==> config.mk <==
export PLATFORM = sky130hd
export DESIGN_NAME = pulse_segment_joiner_top_flat
export DESIGN_NICKNAME = d
export VERILOG_FILES = /design/src/sv/psj_pkg.sv /design/src/sv/psj_if.sv /design/src/sv/psj_out_if.sv /design/src/sv/psj_ctrl.sv /design/src/sv/psj_dp.sv /design/src/sv/pulse_segment_joiner_top.sv /design/src/flat_wrapper.sv
export SDC_FILE = /design/constraint.sdc
export NUM_CORES = 1
export LEC_CHECK = 0
export ABC_CLOCK_PERIOD_IN_PS = 4500
export BUFFER_PORTS_ARGS = -buffer_cell sky130_fd_sc_hd__clkbuf_2
export CORE_UTILIZATION = 25
export CTS_CLUSTER_DIAMETER = 120
export DETAILED_ROUTE_END_ITERATION = 10
export PLACE_DENSITY = 0.39
export SKIP_CTS_REPAIR_TIMING = 1
export SYNTH_ARGS = -nofsm -noshare
export SYNTH_HDL_FRONTEND = slang
export SYNTH_SLANG_ARGS = --single-unit
==> constraint.sdc <==
create_clock -name clk -period 4.5 [get_ports clk]
set_clock_uncertainty 0.1 [all_clocks]
set_input_delay 0 -clock clk [delete_from_list [all_inputs] [get_ports clk]]
set_output_delay 0 -clock clk [all_outputs]
set_load 0.01 [all_outputs]
==> src/sv/psj_pkg.sv <==
package psj_pkg;

  // fixed widths of the channel fields
  localparam int IN_W  = 16;
  localparam int OUT_W = 16;

  // defaults for the top level parameters
  localparam int BUFFER_DEPTH_DEF = 6;
  localparam int TIME_BITS_DEF    = 16;

  // a join needs at least this many stored segments
  localparam int JOIN_MIN_FILL = 4;

  // controller to datapath commands
  typedef struct packed {
    logic store;      // write the segments of the accepted beat
    logic join_init;  // clear sums, latch the front level
    logic join_step;  // absorb the front segment and shift the buffer
    logic load_out;   // load the result register
    logic reject;     // the loaded result is a reject
  } psj_cmd_t;

  // datapath to controller status
  typedef struct packed {
    logic full;       // no room for another beat
    logic can_join;   // enough segments and two level changes
    logic join_stop;  // front segment opens the third run
  } psj_sts_t;

endpackage

==> src/sv/psj_if.sv <==
interface psj_in_if;
  logic                     valid;
  logic                     ready;
  logic                     level;
  logic [psj_pkg::IN_W-1:0] period_time;
  logic [psj_pkg::IN_W-1:0] active_time;

  modport source (output valid, output level, output period_time, output active_time,
                  input ready);
  modport sink   (input valid, input level, input period_time, input active_time,
                  output ready);
endinterface

==> src/sv/psj_out_if.sv <==
interface psj_out_if;
  logic                      valid;
  logic                      ready;
  logic [psj_pkg::OUT_W-1:0] joined_period;
  logic [psj_pkg::OUT_W-1:0] joined_high;
  logic                      rejected;

  modport source (output valid, output joined_period, output joined_high, output rejected,
                  input ready);
  modport sink   (input valid, input joined_period, input joined_high, input rejected,
                  output ready);
endinterface

==> src/sv/psj_ctrl.sv <==
module psj_ctrl (
  input  logic              clk,
  input  logic              rst_n,
  input  logic              in_valid,
  output logic              in_ready,
  input  logic              out_ready,
  output logic              out_valid,
  input  psj_pkg::psj_sts_t sts,
  output psj_pkg::psj_cmd_t cmd
);

  typedef enum logic [3:0] {
    ST_IDLE  = 4'b0001,
    ST_CHECK = 4'b0010,
    ST_JOIN  = 4'b0100,
    ST_EMIT  = 4'b1000
  } state_t;

  state_t state_r, state_nxt;
  logic   rej_r, rej_nxt;
  logic   out_valid_r, out_valid_nxt;
  logic   in_fire;

  assign in_ready  = (state_r == ST_IDLE);
  assign out_valid = out_valid_r;
  assign in_fire   = in_valid && in_ready;

  // next state and commands
  always_comb begin
    state_nxt     = state_r;
    rej_nxt       = rej_r;
    out_valid_nxt = out_valid_r && !out_ready;
    cmd           = '0;
    cmd.reject    = rej_r;
    unique case (state_r)
      ST_IDLE: begin
        if (in_fire) begin
          rej_nxt   = sts.full;
          cmd.store = !sts.full;
          state_nxt = sts.full ? ST_EMIT : ST_CHECK;
        end
      end
      ST_CHECK: begin
        if (sts.can_join) begin
          cmd.join_init = 1'b1;
          state_nxt     = ST_JOIN;
        end else begin
          state_nxt = ST_IDLE;
        end
      end
      ST_JOIN: begin
        if (sts.join_stop) begin
          state_nxt = ST_EMIT;
        end else begin
          cmd.join_step = 1'b1;
        end
      end
      ST_EMIT: begin
        if (!out_valid_r || out_ready) begin
          cmd.load_out  = 1'b1;
          out_valid_nxt = 1'b1;
          state_nxt     = ST_IDLE;
        end
      end
      default: state_nxt = ST_IDLE;
    endcase
  end

  // state registers
  always_ff @(posedge clk) begin
    if (!rst_n) begin
      state_r     <= ST_IDLE;
      rej_r       <= 1'b0;
      out_valid_r <= 1'b0;
    end else begin
      state_r     <= state_nxt;
      rej_r       <= rej_nxt;
      out_valid_r <= out_valid_nxt;
    end
  end

endmodule

==> src/sv/psj_dp.sv <==
module psj_dp #(
  parameter int BUFFER_DEPTH = psj_pkg::BUFFER_DEPTH_DEF,
  parameter int TIME_BITS    = psj_pkg::TIME_BITS_DEF
) (
  input  logic                      clk,
  input  logic                      rst_n,
  input  logic                      in_level,
  input  logic [psj_pkg::IN_W-1:0]  in_period_time,
  input  logic [psj_pkg::IN_W-1:0]  in_active_time,
  output logic [psj_pkg::OUT_W-1:0] out_joined_period,
  output logic [psj_pkg::OUT_W-1:0] out_joined_high,
  output logic                      out_rejected,
  input  psj_pkg::psj_cmd_t         cmd,
  output psj_pkg::psj_sts_t         sts
);

  localparam int FW = $clog2(BUFFER_DEPTH + 1);
  localparam int IW = psj_pkg::IN_W;
  localparam int OW = psj_pkg::OUT_W;

  logic [TIME_BITS-1:0] seg_time_r [BUFFER_DEPTH];
  logic                 seg_lvl_r  [BUFFER_DEPTH];
  logic [FW-1:0]        fill_r;
  logic [TIME_BITS-1:0] sum_p_r, sum_h_r;
  logic                 last_r, seen_r;
  logic [OW-1:0]        res_p_r, res_h_r;
  logic                 res_rej_r;

  logic                    first_seg, second_seg;
  logic [IW-1:0]           rem_time;
  logic [IW+TIME_BITS-1:0] act_ext, rem_ext;
  logic [TIME_BITS-1:0]    act_t, rem_t;
  logic [FW-1:0]           second_idx;
  logic [BUFFER_DEPTH-1:0] chg;
  logic                    two_chg;
  logic [OW+TIME_BITS-1:0] sum_p_ext, sum_h_ext;

  // split the beat into its segments
  assign first_seg  = !(!in_level && (fill_r == '0));
  assign second_seg = in_period_time > in_active_time;
  assign rem_time   = in_period_time - in_active_time;
  assign act_ext    = {{TIME_BITS{1'b0}}, in_active_time};
  assign rem_ext    = {{TIME_BITS{1'b0}}, rem_time};
  assign act_t      = act_ext[TIME_BITS-1:0];
  assign rem_t      = rem_ext[TIME_BITS-1:0];
  assign second_idx = fill_r + FW'(first_seg);

  // level changes among the stored segments
  always_comb begin
    chg = '0;
    for (int i = 1; i < BUFFER_DEPTH; i++) begin
      chg[i] = (seg_lvl_r[i] != seg_lvl_r[i-1]) && (FW'(i) < fill_r);
    end
  end
  assign two_chg = |(chg & (chg - BUFFER_DEPTH'(1)));

  assign sts.full      = fill_r >= FW'(BUFFER_DEPTH - 1);
  assign sts.can_join  = (fill_r >= FW'(psj_pkg::JOIN_MIN_FILL)) && two_chg;
  assign sts.join_stop = seen_r && (seg_lvl_r[0] != last_r);

  // segment buffer: append on store, shift forward on join step
  always_ff @(posedge clk) begin
    if (cmd.store) begin
      for (int i = 0; i < BUFFER_DEPTH; i++) begin
        if (first_seg && (FW'(i) == fill_r)) begin
          seg_lvl_r[i]  <= in_level;
          seg_time_r[i] <= act_t;
        end else if (second_seg && (FW'(i) == second_idx)) begin
          seg_lvl_r[i]  <= !in_level;
          seg_time_r[i] <= rem_t;
        end
      end
    end else if (cmd.join_step) begin
      for (int i = 0; i < BUFFER_DEPTH - 1; i++) begin
        seg_lvl_r[i]  <= seg_lvl_r[i+1];
        seg_time_r[i] <= seg_time_r[i+1];
      end
    end
  end

  // fill count
  always_ff @(posedge clk) begin
    if (!rst_n) begin
      fill_r <= '0;
    end else if (cmd.store) begin
      fill_r <= fill_r + FW'(first_seg) + FW'(second_seg);
    end else if (cmd.join_step) begin
      fill_r <= fill_r - FW'(1);
    end
  end

  // join accumulators
  always_ff @(posedge clk) begin
    if (cmd.join_init) begin
      sum_p_r <= '0;
      sum_h_r <= '0;
      last_r  <= seg_lvl_r[0];
      seen_r  <= 1'b0;
    end else if (cmd.join_step) begin
      sum_p_r <= sum_p_r + seg_time_r[0];
      if (seg_lvl_r[0]) begin
        sum_h_r <= sum_h_r + seg_time_r[0];
      end
      if (seg_lvl_r[0] != last_r) begin
        seen_r <= 1'b1;
        last_r <= seg_lvl_r[0];
      end
    end
  end

  // result register
  assign sum_p_ext = {{OW{1'b0}}, sum_p_r};
  assign sum_h_ext = {{OW{1'b0}}, sum_h_r};

  always_ff @(posedge clk) begin
    if (cmd.load_out) begin
      res_rej_r <= cmd.reject;
      res_p_r   <= cmd.reject ? '0 : sum_p_ext[OW-1:0];
      res_h_r   <= cmd.reject ? '0 : sum_h_ext[OW-1:0];
    end
  end

  assign out_joined_period = res_p_r;
  assign out_joined_high   = res_h_r;
  assign out_rejected      = res_rej_r;

endmodule

==> src/sv/pulse_segment_joiner_top.sv <==
// pulse segment joiner
// in_bus carries one period per beat: level, period_time, active_time. each
// beat becomes up to two segments in a small buffer; once two runs of
// opposite level are complete they are summed and sent on out_bus as
// joined_period / joined_high, and the rest of the buffer moves forward.
// a beat that finds the buffer full is dropped and answered by one result
// with rejected set and zero sums. a beat that completes no join gives no
// result.
// timing: the block takes one beat at a time. a beat with no result frees
// in_ready after one pass through the check state. a reject goes from
// acceptance to the emit state, which loads the output register once it is
// free. a join absorbs from 2 up to BUFFER_DEPTH - 1 segments after the
// check state: it shifts the buffer forward one segment per cycle through a
// single adder pair.
// the result sits in an output register; while the receiver holds ready
// low the block keeps taking beats that produce no result, and one that
// does waits until the register frees up.
// reset (rst_n low, synchronous) empties the buffer and clears out_valid.
module pulse_segment_joiner_top #(
  parameter int BUFFER_DEPTH = psj_pkg::BUFFER_DEPTH_DEF,
  parameter int TIME_BITS    = psj_pkg::TIME_BITS_DEF
) (
  input  logic             clk,
  input  logic             rst_n,
  psj_in_if.sink           in_bus,
  psj_out_if.source        out_bus
);

  psj_pkg::psj_cmd_t cmd;
  psj_pkg::psj_sts_t sts;

  psj_ctrl u_ctrl (
    .clk       (clk),
    .rst_n     (rst_n),
    .in_valid  (in_bus.valid),
    .in_ready  (in_bus.ready),
    .out_ready (out_bus.ready),
    .out_valid (out_bus.valid),
    .sts       (sts),
    .cmd       (cmd)
  );

  psj_dp #(
    .BUFFER_DEPTH (BUFFER_DEPTH),
    .TIME_BITS    (TIME_BITS)
  ) u_dp (
    .clk               (clk),
    .rst_n             (rst_n),
    .in_level          (in_bus.level),
    .in_period_time    (in_bus.period_time),
    .in_active_time    (in_bus.active_time),
    .out_joined_period (out_bus.joined_period),
    .out_joined_high   (out_bus.joined_high),
    .out_rejected      (out_bus.rejected),
    .cmd               (cmd),
    .sts               (sts)
  );

  // a reject carries zero sums
  a_reject_zero: assert property (@(posedge clk) disable iff (!rst_n)
    out_bus.valid && out_bus.rejected |->
      (out_bus.joined_period == '0) && (out_bus.joined_high == '0))
    else $error("reject result with nonzero sums");

  // one beat at a time
  a_busy_after_accept: assert property (@(posedge clk) disable iff (!rst_n)
    in_bus.valid && in_bus.ready |=> !in_bus.ready)
    else $error("beat accepted while busy");

  // loading the result register raises out valid
  a_load_valid: assert property (@(posedge clk) disable iff (!rst_n)
    cmd.load_out |=> out_bus.valid)
    else $error("result loaded without valid");

  // store never coincides with join step or load out
  a_cmd_excl: assert property (@(posedge clk) disable iff (!rst_n)
    !(cmd.store && (cmd.join_step || cmd.load_out)))
    else $error("conflicting datapath commands");

endmodule
==> src/flat_wrapper.sv <==
// flat-port wrapper written by rule: the top's interface ports become plain ports
module pulse_segment_joiner_top_flat 
#(
  parameter int BUFFER_DEPTH = psj_pkg::BUFFER_DEPTH_DEF,
  parameter int TIME_BITS    = psj_pkg::TIME_BITS_DEF
)
  (clk, rst_n, in_bus_valid, in_bus_level, in_bus_period_time, in_bus_active_time, in_bus_ready, out_bus_valid, out_bus_joined_period, out_bus_joined_high, out_bus_rejected, out_bus_ready);
  psj_in_if in_bus_i ();
  psj_out_if out_bus_i ();
  input  logic clk;
  input  logic rst_n;
  input wire logic [$bits(in_bus_i.valid)-1:0] in_bus_valid;
  input wire logic [$bits(in_bus_i.level)-1:0] in_bus_level;
  input wire logic [$bits(in_bus_i.period_time)-1:0] in_bus_period_time;
  input wire logic [$bits(in_bus_i.active_time)-1:0] in_bus_active_time;
  output wire logic [$bits(in_bus_i.ready)-1:0] in_bus_ready;
  output wire logic [$bits(out_bus_i.valid)-1:0] out_bus_valid;
  output wire logic [$bits(out_bus_i.joined_period)-1:0] out_bus_joined_period;
  output wire logic [$bits(out_bus_i.joined_high)-1:0] out_bus_joined_high;
  output wire logic [$bits(out_bus_i.rejected)-1:0] out_bus_rejected;
  input wire logic [$bits(out_bus_i.ready)-1:0] out_bus_ready;
  assign in_bus_i.valid = in_bus_valid;
  assign in_bus_i.level = in_bus_level;
  assign in_bus_i.period_time = in_bus_period_time;
  assign in_bus_i.active_time = in_bus_active_time;
  assign in_bus_ready = in_bus_i.ready;
  assign out_bus_valid = out_bus_i.valid;
  assign out_bus_joined_period = out_bus_i.joined_period;
  assign out_bus_joined_high = out_bus_i.joined_high;
  assign out_bus_rejected = out_bus_i.rejected;
  assign out_bus_i.ready = out_bus_ready;
  pulse_segment_joiner_top #(.BUFFER_DEPTH(BUFFER_DEPTH), .TIME_BITS(TIME_BITS)) u_core (.clk(clk), .rst_n(rst_n), .in_bus(in_bus_i), .out_bus(out_bus_i));
endmodule
==> flow_summary_export.csv, run 1 <==
group,metric,value,unit
run_status,status,"finished clean",
place,place_hpwl,23220,µm
pwr,p_total,4.128,mW
sta,hold_slack,0.1842,ns
sta,slew_violations,0,
worst_setup_path,cp_num_buf_inv,3,
detailed_routing,wirelength,31780,µm
pwr,leakage,4.739,nW
global_routing,grt_overflow_total,0,
pwr,switching_power,1.118,mW
sta,hold_viol,0,
place,dp_cells,1594,
sta,fmaxAchievable,0.2800,GHz
worst_setup_path,critical_path.cell_chain,"dlygate4sd3_1, clkbuf_2, ha_1, fa_1, nand2b_1, a21o_1, a211o_1, a21oi_4, o2111a_4, nor2_2, nand2_1, buf_4",
cts,worstSkewPairLatency,0.45,ns
yosys,synthesis.area,10340,µm²
place,routabilityCongestion,0.8051,
detailed_routing,drtAntennaViolNets,0,
floorplan,row_count,74,
layout,instances_no_fill,1647,
global_routing,grt_pass1_vias,8025,
yosys,ys_seq_elements,178,
yosys,synth_edf_count,136,
worst_setup_path,rr_endpoint,"u_core.u_dp.seg_time_r[0][57]",
pwr,p_comb_frac,0.150,
worst_setup_path,arrival,3.59,ns
global_routing,grt_pass1_wl,49120,µm
worst_setup_path,endpoint,"u_core.u_dp.seg_time_r[0][57]",
layout,drive_gt1_frac,0.1444,
worst_setup_path,cp.depth,12,
pwr,clkPwrFrac,0.396,
global_routing,grt_use_total,0.1560,
cts,cts_sinks,178,
worst_setup_path,cp.required,4.52,ns
worst_setup_path,critical_path_class,"input port to register",
sta,slew_headroom,0.3575,
layout,diodes,0,
global_routing,grt_max_degree,39,
worst_setup_path,critPathCaptureType,"register",
worst_setup_path,slowest_stage,"dlygate4sd3_1",
yosys,syn_area_per_cell,10.14,µm²
global_routing,grt_antenna_before_repair,0,
yosys,synth_fp_nets,1115,
pwr,switching_share,0.2708,
pwr,sequentialPowerShare,0.455,
detailed_routing,dr_total_vias,8136,
pwr,power_density,339.4,nW/µm²
floorplan,coreArea,40830,µm²
job,drv_cap,0,
floorplan,ios,72,
detailed_routing,drc,0,
cts,cts_tree,"built",
sta,period_share,0.7938,
floorplan,dieArea,42180,µm²
yosys,synthFlopType,"edfxtp_1",
worst_setup_path,r2r_slack,1.06,ns
yosys,yosysWarnings,0,
floorplan,die_h,205.4,µm
cts,htree_levels,4,
sta,fin_ws,0.9280,ns
worst_setup_path,reg2reg_depth,9,
worst_setup_path,cpPeakStageDelay,0.54,ns
floorplan,die_w,205.4,µm
place,dp_slack,1.041,ns
yosys,async_flop_share,0,
pwr,peakVddDrop,0.0002529,V
worst_setup_path,crit_path_max_fanout,16,
detailed_routing,dr.pass1.iters,7,
sta,setup_tns,0,ns
cts,cts_buffers,17,
yosys,ys_seq_area_frac,0.4763,
detailed_routing,drt_iter0_drc,376,
yosys,synth.distinct_cells,74,
min_path,hp-class,"input port to register",
min_path,holdPathStages,4,
cts,cts_buffer_depth,2,
cts,root_buffer,"clkbuf_16",
cts,clk_transition_reported_paths,0.07,ns
worst_setup_path,critical_path.startpoint,"in_bus_active_time[0]",
floorplan,initial_core_util,0.2532,
sta,rsz0062_at_grt,"no",
layout,syn2layout_area_growth,17.62,%
worst_setup_path,critPathTopFamily,"compound AO/OA/AOI/OAI gates",
pwr,p_int,3.010,mW
worst_setup_path,reg2reg_from,"u_core.u_dp.fill_r[1]",
detailed_routing,viasPerCell,4.940,
sta,period_needed,3.572,ns
sta,worst_pin_slew,0.9617,ns
sta,setup_viol,0,
layout,fin_nets,1197,
yosys,syn_inst,1020,
worst_setup_path,startpoint_type,"input port",
place,portBuffers,71,
detailed_routing,wl_per_cell,19.30,µm
==> Yosys cell counts, drive strengths merged (23+ instances only) <==
cell    count  share of area
edfxtp    136           0.39
nand2     113          0.042
nor2       90          0.034
a21oi      61          0.031
o21ai      56          0.027
ha         55          0.067
nor2b      44          0.027
dfxtp      42          0.081
inv        35          0.013
clkbuf     34          0.012
a221o      30          0.029
a221oi     25          0.027
o211ai     23          0.017
==> how the worst min path moves through the flow <==
stage,startpoint,to,slack (ns)
after CTS,in_bus_valid,u_core.u_ctrl.rej_r,-0.24
after global placement,in_bus_valid,u_core.u_ctrl.rej_r,0.25
after detailed placement,in_bus_valid,u_core.u_ctrl.rej_r,0.25
after global routing,in_bus_period_time[0],u_core.u_dp.seg_time_r[0][48],0.18
final,in_bus_period_time[0],u_core.u_dp.seg_time_r[0][48],0.18
after floorplan,rst_n,u_core.u_ctrl.out_valid,0.02
==> state kept, by name, summed over array words and instances (netlist names) <==
signal                         cells
u_core.u_dp.sum_h_r               16
u_core.u_ctrl.state_r              4
u_core.u_ctrl.out_valid            1
u_core.u_ctrl.rej_r                1
u_core.u_dp.fill_r                 3
u_core.u_dp.seen_r                 1
u_core.u_dp.out_joined_high       16
u_core.u_dp.sum_p_r               16
u_core.u_dp.out_rejected           1
u_core.u_dp.last_r                 1
u_core.u_dp.out_joined_period     16
u_core.u_dp.seg_time_r            96
u_core.u_dp.seg_lvl_r              6
==> layout by cell type (no fill, tap or decap), types with 12 or more instances in the layout <==
cell           Yosys  final
edfxtp_1         136    136
nand2_1          112    111
nor2_1            87     87
clkbuf_2           0     71
a21oi_1           59     58
ha_1              55     55
o21ai_0           55     53
nor2b_1           44     43
dfxtp_1           42     42
inv_1             35     35
a221o_1           30     30
buf_4              2     24
o211ai_1          23     23
nand3_1           22     22
dlygate4sd3_1      0     21
nor3_1            20     20
a21o_1            19     19
xnor2_1           19     19
clkbuf_16          0     17
a221oi_1          16     16
nand2b_1          15     15
and3_1            12     12
o221ai_1          12     12
==> layer usage <==
metal | track usage | share of wire
met4 | 0.03466 | 0.011
met3 | 0.02867 | 0.033
met5 | 0 | 0
met2 | 0.2664 | 0.49
met1 | 0.2034 | 0.47
==> kinds of logic (layout without fill, tap and decap cells) <==
| kind of cell | count (synthesis) | count (layout) | synth area share |
|---|---|---|---|
| buffers and inverters | 88 | 183 | 0.03618 |
| flip-flops | 178 | 178 | 0.4763 |
| multiplexers | 5 | 5 | 0.004840 |
| AO/OA/AOI/OAI | 299 | 299 | 0.2119 |
| adder cells (fa/ha/maj) | 58 | 58 | 0.07236 |
| AND/OR/NAND/NOR | 362 | 362 | 0.1730 |
| XOR/XNOR | 30 | 30 | 0.02541 |
==> power groups by stage <==
stage	Combinational, mW	Sequential, mW	Clock, mW
2_1_floorplan	0.422	1.89	0
3_3_place_gp	0.607	1.91	0
3_5_place_dp	0.606	1.91	0
4_1_cts	0.610	1.88	1.69
5_1_grt	0.693	1.88	1.74
6_report	0.618	1.88	1.63
==> layout make-up <==
class	count	area [µm²]
Multi-Input combinational cell	754	5069
Fill cell	4287	28670
Clock inverter	12	178.9
Timing Repair Buffer	116	745.7
Tap cell	532	665.6
Sequential cell	178	4925
Inverter	35	131.4
Clock buffer	20	446.7
==> worst min-delay path, cell delays in order <==
cell	delay (ns)
clkbuf_2	0.08
inv_1	0.05
ha_1	0.33
a221oi_2	0.11
==> metrics by stage <==
step / utilization / instance area, µm²
2_1_floorplan: - / 10340
3_3_place_gp: 0.2774 / 11330
3_5_place_dp: 0.2774 / 11330
4_1_cts: 0.2927 / 11950
5_1_grt: 0.2978 / 12160
6_report: 0.2978 / 12160
Note: power is estimated with default switching activity, not from simulation.
==> run 2: changes to the inputs <==
--- a/config.mk
+++ b/config.mk
@@ -5,12 +5,13 @@
 export SDC_FILE = /design/constraint.sdc
 export NUM_CORES = 1
 export LEC_CHECK = 0
-export ABC_CLOCK_PERIOD_IN_PS = 4500
+export ABC_AREA = 1
+export ABC_CLOCK_PERIOD_IN_PS = 3200
 export BUFFER_PORTS_ARGS = -buffer_cell sky130_fd_sc_hd__clkbuf_2
 export CORE_UTILIZATION = 25
 export CTS_CLUSTER_DIAMETER = 120
 export DETAILED_ROUTE_END_ITERATION = 10
-export PLACE_DENSITY = 0.39
+export PLACE_DENSITY = 0.4
 export SKIP_CTS_REPAIR_TIMING = 1
 export SYNTH_ARGS = -nofsm -noshare
 export SYNTH_HDL_FRONTEND = slang
==> constraint.sdc (replaced) <==
create_clock -name clk -period 3.2 [get_ports clk]
set_clock_uncertainty 0.1 [all_clocks]
set_input_delay 0 -clock clk [delete_from_list [all_inputs] [get_ports clk]]
set_output_delay 0 -clock clk [all_outputs]
set_load 0.01 [all_outputs]
==> run 2 against run 1 <==
Compared with the run above: routed wire length up 0.39%; die area increased by 11%; non-clock buffer count unchanged; final cell count increased by 31%; utilization is 0.39 points lower; design area is 9.4% higher; critical endpoint is now u_core.u_dp.seg_time_r[0][9].
==> flow_summary_export.csv, run 2 <==
group,metric,value,unit
run_status,status,"finished clean",
pwr,switching_share,0.3545,
layout,syn2layout_area_growth,16.01,%
pwr,p_comb_frac,0.275,
yosys,synth_compound_area_frac,0.07601,
place,routabilityCongestion,0.8434,
worst_setup_path,arrival,2.93,ns
cts,cts_tree,"built",
cts,root_buffer,"clkbuf_16",
yosys,synth.distinct_cells,48,
global_routing,grt_use_met3,0.01951,
yosys,syn_inst,1447,
layout,final_common_cell,"nand2_1",
sta,setup_tns,0,ns
yosys,synthFlopType,"edfxtp_1",
floorplan,initial_core_util,0.2534,
detailed_routing,wirelength,31910,µm
worst_setup_path,critical_path_class,"input port to register",
yosys,ys_top_cells_by_count,"385 x nand2_1, 189 x inv_1, 170 x nand3_1",
pwr,peakVddDrop,0.0003926,V
yosys,yosysMostFrequentCell,"nand2_1",
global_routing,grt_pass1_vias,9016,
layout,fillCellCount,4928,
yosys,ys_seq_elements,178,
sta,worst_pin_slew,0.6409,ns
yosys,async_flop_share,0,
worst_setup_path,cp.required,3.24,ns
yosys,ys_top_cells_by_area,"edfxtp_1 36%, nand2_1 13%, nand3_1 7.4%, dfxtp_1 7.3%, inv_1 6.2%",
pwr,leakage,6.020,nW
layout,final_util,0.2939,
detailed_routing,wl_per_cell,14.82,µm
global_routing,grt_overflow_total,0,
yosys,yosysWarnings,0,
cts,cts_sinks,178,
global_routing,grt_pass1_wl,51280,µm
worst_setup_path,critical_path.cell_chain,"dlygate4sd3_1, clkbuf_2, ha_1, fa_1, inv_1, nand3_1, nand2_2, nand2_2, nand2_4, nand2_4, nand2_4, nand3_2, o211ai_1, buf_4",
sta,slew_violations,0,
yosys,synth.area.mux_share,0,
worst_setup_path,critPathTopFamily,"buffers and inverters",
place,portBuffers,71,
global_routing,grt_use_total,0.1405,
floorplan,row_count,78,
cts,worstSkewPairLatency,0.45,ns
yosys,synth.top_cell.area_share,0.3559,
global_routing,busiest_layer,"met2",
sta,rsz0062_at_grt,"no",
sta,hold_viol,0,
global_routing,met1_usage,0.1898,
global_routing,grt_max_degree,72,
yosys,yosys.area.top_type,"edfxtp_1",
layout,diodes,0,
cts,clk_transition_reported_paths,0.07,ns
yosys,synth_fp_nets,1542,
sta,slew_headroom,0.5713,
layout,regMostFlops,"u_core.u_dp.seg_time_r",
layout,fin_nets,1635,
cts,cts_buffer_depth,2,
pwr,clkPwrFrac,0.308,
worst_setup_path,critPathCaptureType,"register",
layout,drive_gt1_frac,0.1455,
floorplan,die_h,216.2,µm
worst_setup_path,cpPeakStageDelay,0.53,ns
sta,period_needed,2.882,ns
yosys,synthesis.area,11470,µm²
yosys,synth_top_family_by_area,"simple AND/OR/NAND/NOR gates",
sta,setup_viol,0,
detailed_routing,drc,0,
pwr,sequentialPowerShare,0.417,
place,place_hpwl,24350,µm
worst_setup_path,crit_path_max_fanout,17,
sta,fmaxAchievable,0.3470,GHz
layout,largest_register_ffs,96,
job,drv_cap,0,
detailed_routing,drt_iter0_drc,564,
worst_setup_path,cp_num_buf_inv,4,
pwr,switching_power,2.411,mW
yosys,synth_edf_count,136,
floorplan,die_w,216.2,µm
detailed_routing,dr_total_vias,9477,
worst_setup_path,slowest_stage,"dlygate4sd3_1",
detailed_routing,viasPerCell,4.402,
pwr,p_int,4.391,mW
detailed_routing,dr.pass1.iters,5,
detailed_routing,drtAntennaViolNets,0,
floorplan,ios,72,
yosys,synth_xor_area_frac,0.01756,
sta,period_share,0.9005,
global_routing,grtUsageMet2,0.2342,
layout,layout.cells.most_common_list,"385 x nand2_1, 189 x inv_1, 170 x nand3_1",
floorplan,dieArea,46760,µm²
worst_setup_path,startpoint_type,"input port",
pwr,power_density,511.0,nW/µm²
yosys,synthSimpleGateAreaFrac,0.3225,
global_routing,grt_antenna_before_repair,0,
floorplan,coreArea,45280,µm²
yosys,syn_area_per_cell,7.929,µm²
cts,htree_levels,4,
yosys,ys_seq_area_frac,0.4292,
worst_setup_path,crit_top_cell,"nand2_4",
min_path,hp-class,"input port to register",
cts,cts_buffers,17,
yosys,synth-adder-area-share,0.06521,
==> run 2: cell count changes in the layout (fill, tap and decap cells not counted), moves of 15 or more <==
cell      change
inv_1       +154
nand3_2      +19
nand2_1     +274
nor2_1       +63
a221oi_1     -16
nor2b_1      -43
a221o_1      -30
xnor2_1      -15
o21ai_2      +15
a21o_1       -17
o21ai_0      -24
nand2b_1     -15
nand3_1     +148
==> run 2: routing by layer <==
| metal | routed length (µm) | vias to the layer above |
|---|---|---|
| met5 | 0 | - |
| met2 | 14960 | 136 |
| li1 | - | 4948 |
| met4 | 376 | 0 |
| met3 | 810 | 25 |
| met1 | 15760 | 4368 |
==> run 2: path summary, 6_finish.rpt <==
kind,startpoint,to,slack (ns),cells past startpoint
setup reg to reg,u_core.u_dp.fill_r[0],u_core.u_dp.seg_time_r[0][9],0.39,10
hold reg to reg,u_core.u_dp.sum_p_r[0],u_core.u_dp.sum_p_r[0],0.39,2
setup / recovery,in_bus_active_time[0],u_core.u_dp.seg_time_r[0][9],0.32,14
hold / removal,in_bus_period_time[1],u_core.u_dp.seg_time_r[0][81],0.04,4
==> run 2: through the flow <==
stage               power, mW  worst slack, ns  area (µm²)  hold WS, ns  instances
finish                  6.802           0.3183       13310      0.04199       2153
global placement        4.741           0.4008       12520       0.1672       2099
global route            7.269          0.06847       13310      0.07661       2153
CTS                     6.880           0.3455       13090      -0.3236       2131
floorplan               4.245           0.3560       11470     -0.01373       1447
detailed placement      4.752           0.3496       12520       0.1640       2099
==> run 2: power by group through the flow <==
stage	logic, mW	registers, mW	clock network, mW
after global routing	2.16	2.86	2.25
after floorplan	1.40	2.84	0
after detailed placement	1.86	2.89	0
after global placement	1.85	2.89	0
final	1.87	2.84	2.09
after CTS	1.87	2.84	2.17
==> run 2: layout make-up <==
class | count | area [µm²] | area share
multi-input combinational | 1027 | 5538 | 0.4161
sequential | 178 | 4925 | 0.3700
inverter | 200 | 769.5 | 0.05781
timing repair buffer | 116 | 760.7 | 0.05715
tap | 600 | 750.7 | 0.05640
clock buffer | 17 | 425.4 | 0.03196
clock inverter | 15 | 141.4 | 0.01062
==> run 2: logic make-up (layout without fill, tap and decap cells) <==
family,Yosys count,after routing
buffers and inverters,242,348
and+or+nand+nor,805,805
xor gates and xnor gates,23,23
AOI/OAI and AO/OA,141,141
adders and majority gates,58,58
DFF,178,178
==> run 2: worst register-to-register path, cell delays in order, from the launching register on <==
cell and delay (ns):
dfxtp_1 0.50, inv_1 0.19, ha_1 0.28, nand3_2 0.12, nand2_2 0.07, nand2_4 0.10
nand2_2 0.09, nor2_4 0.16, nand3_2 0.37, o211ai_1 0.26, buf_4 0.28
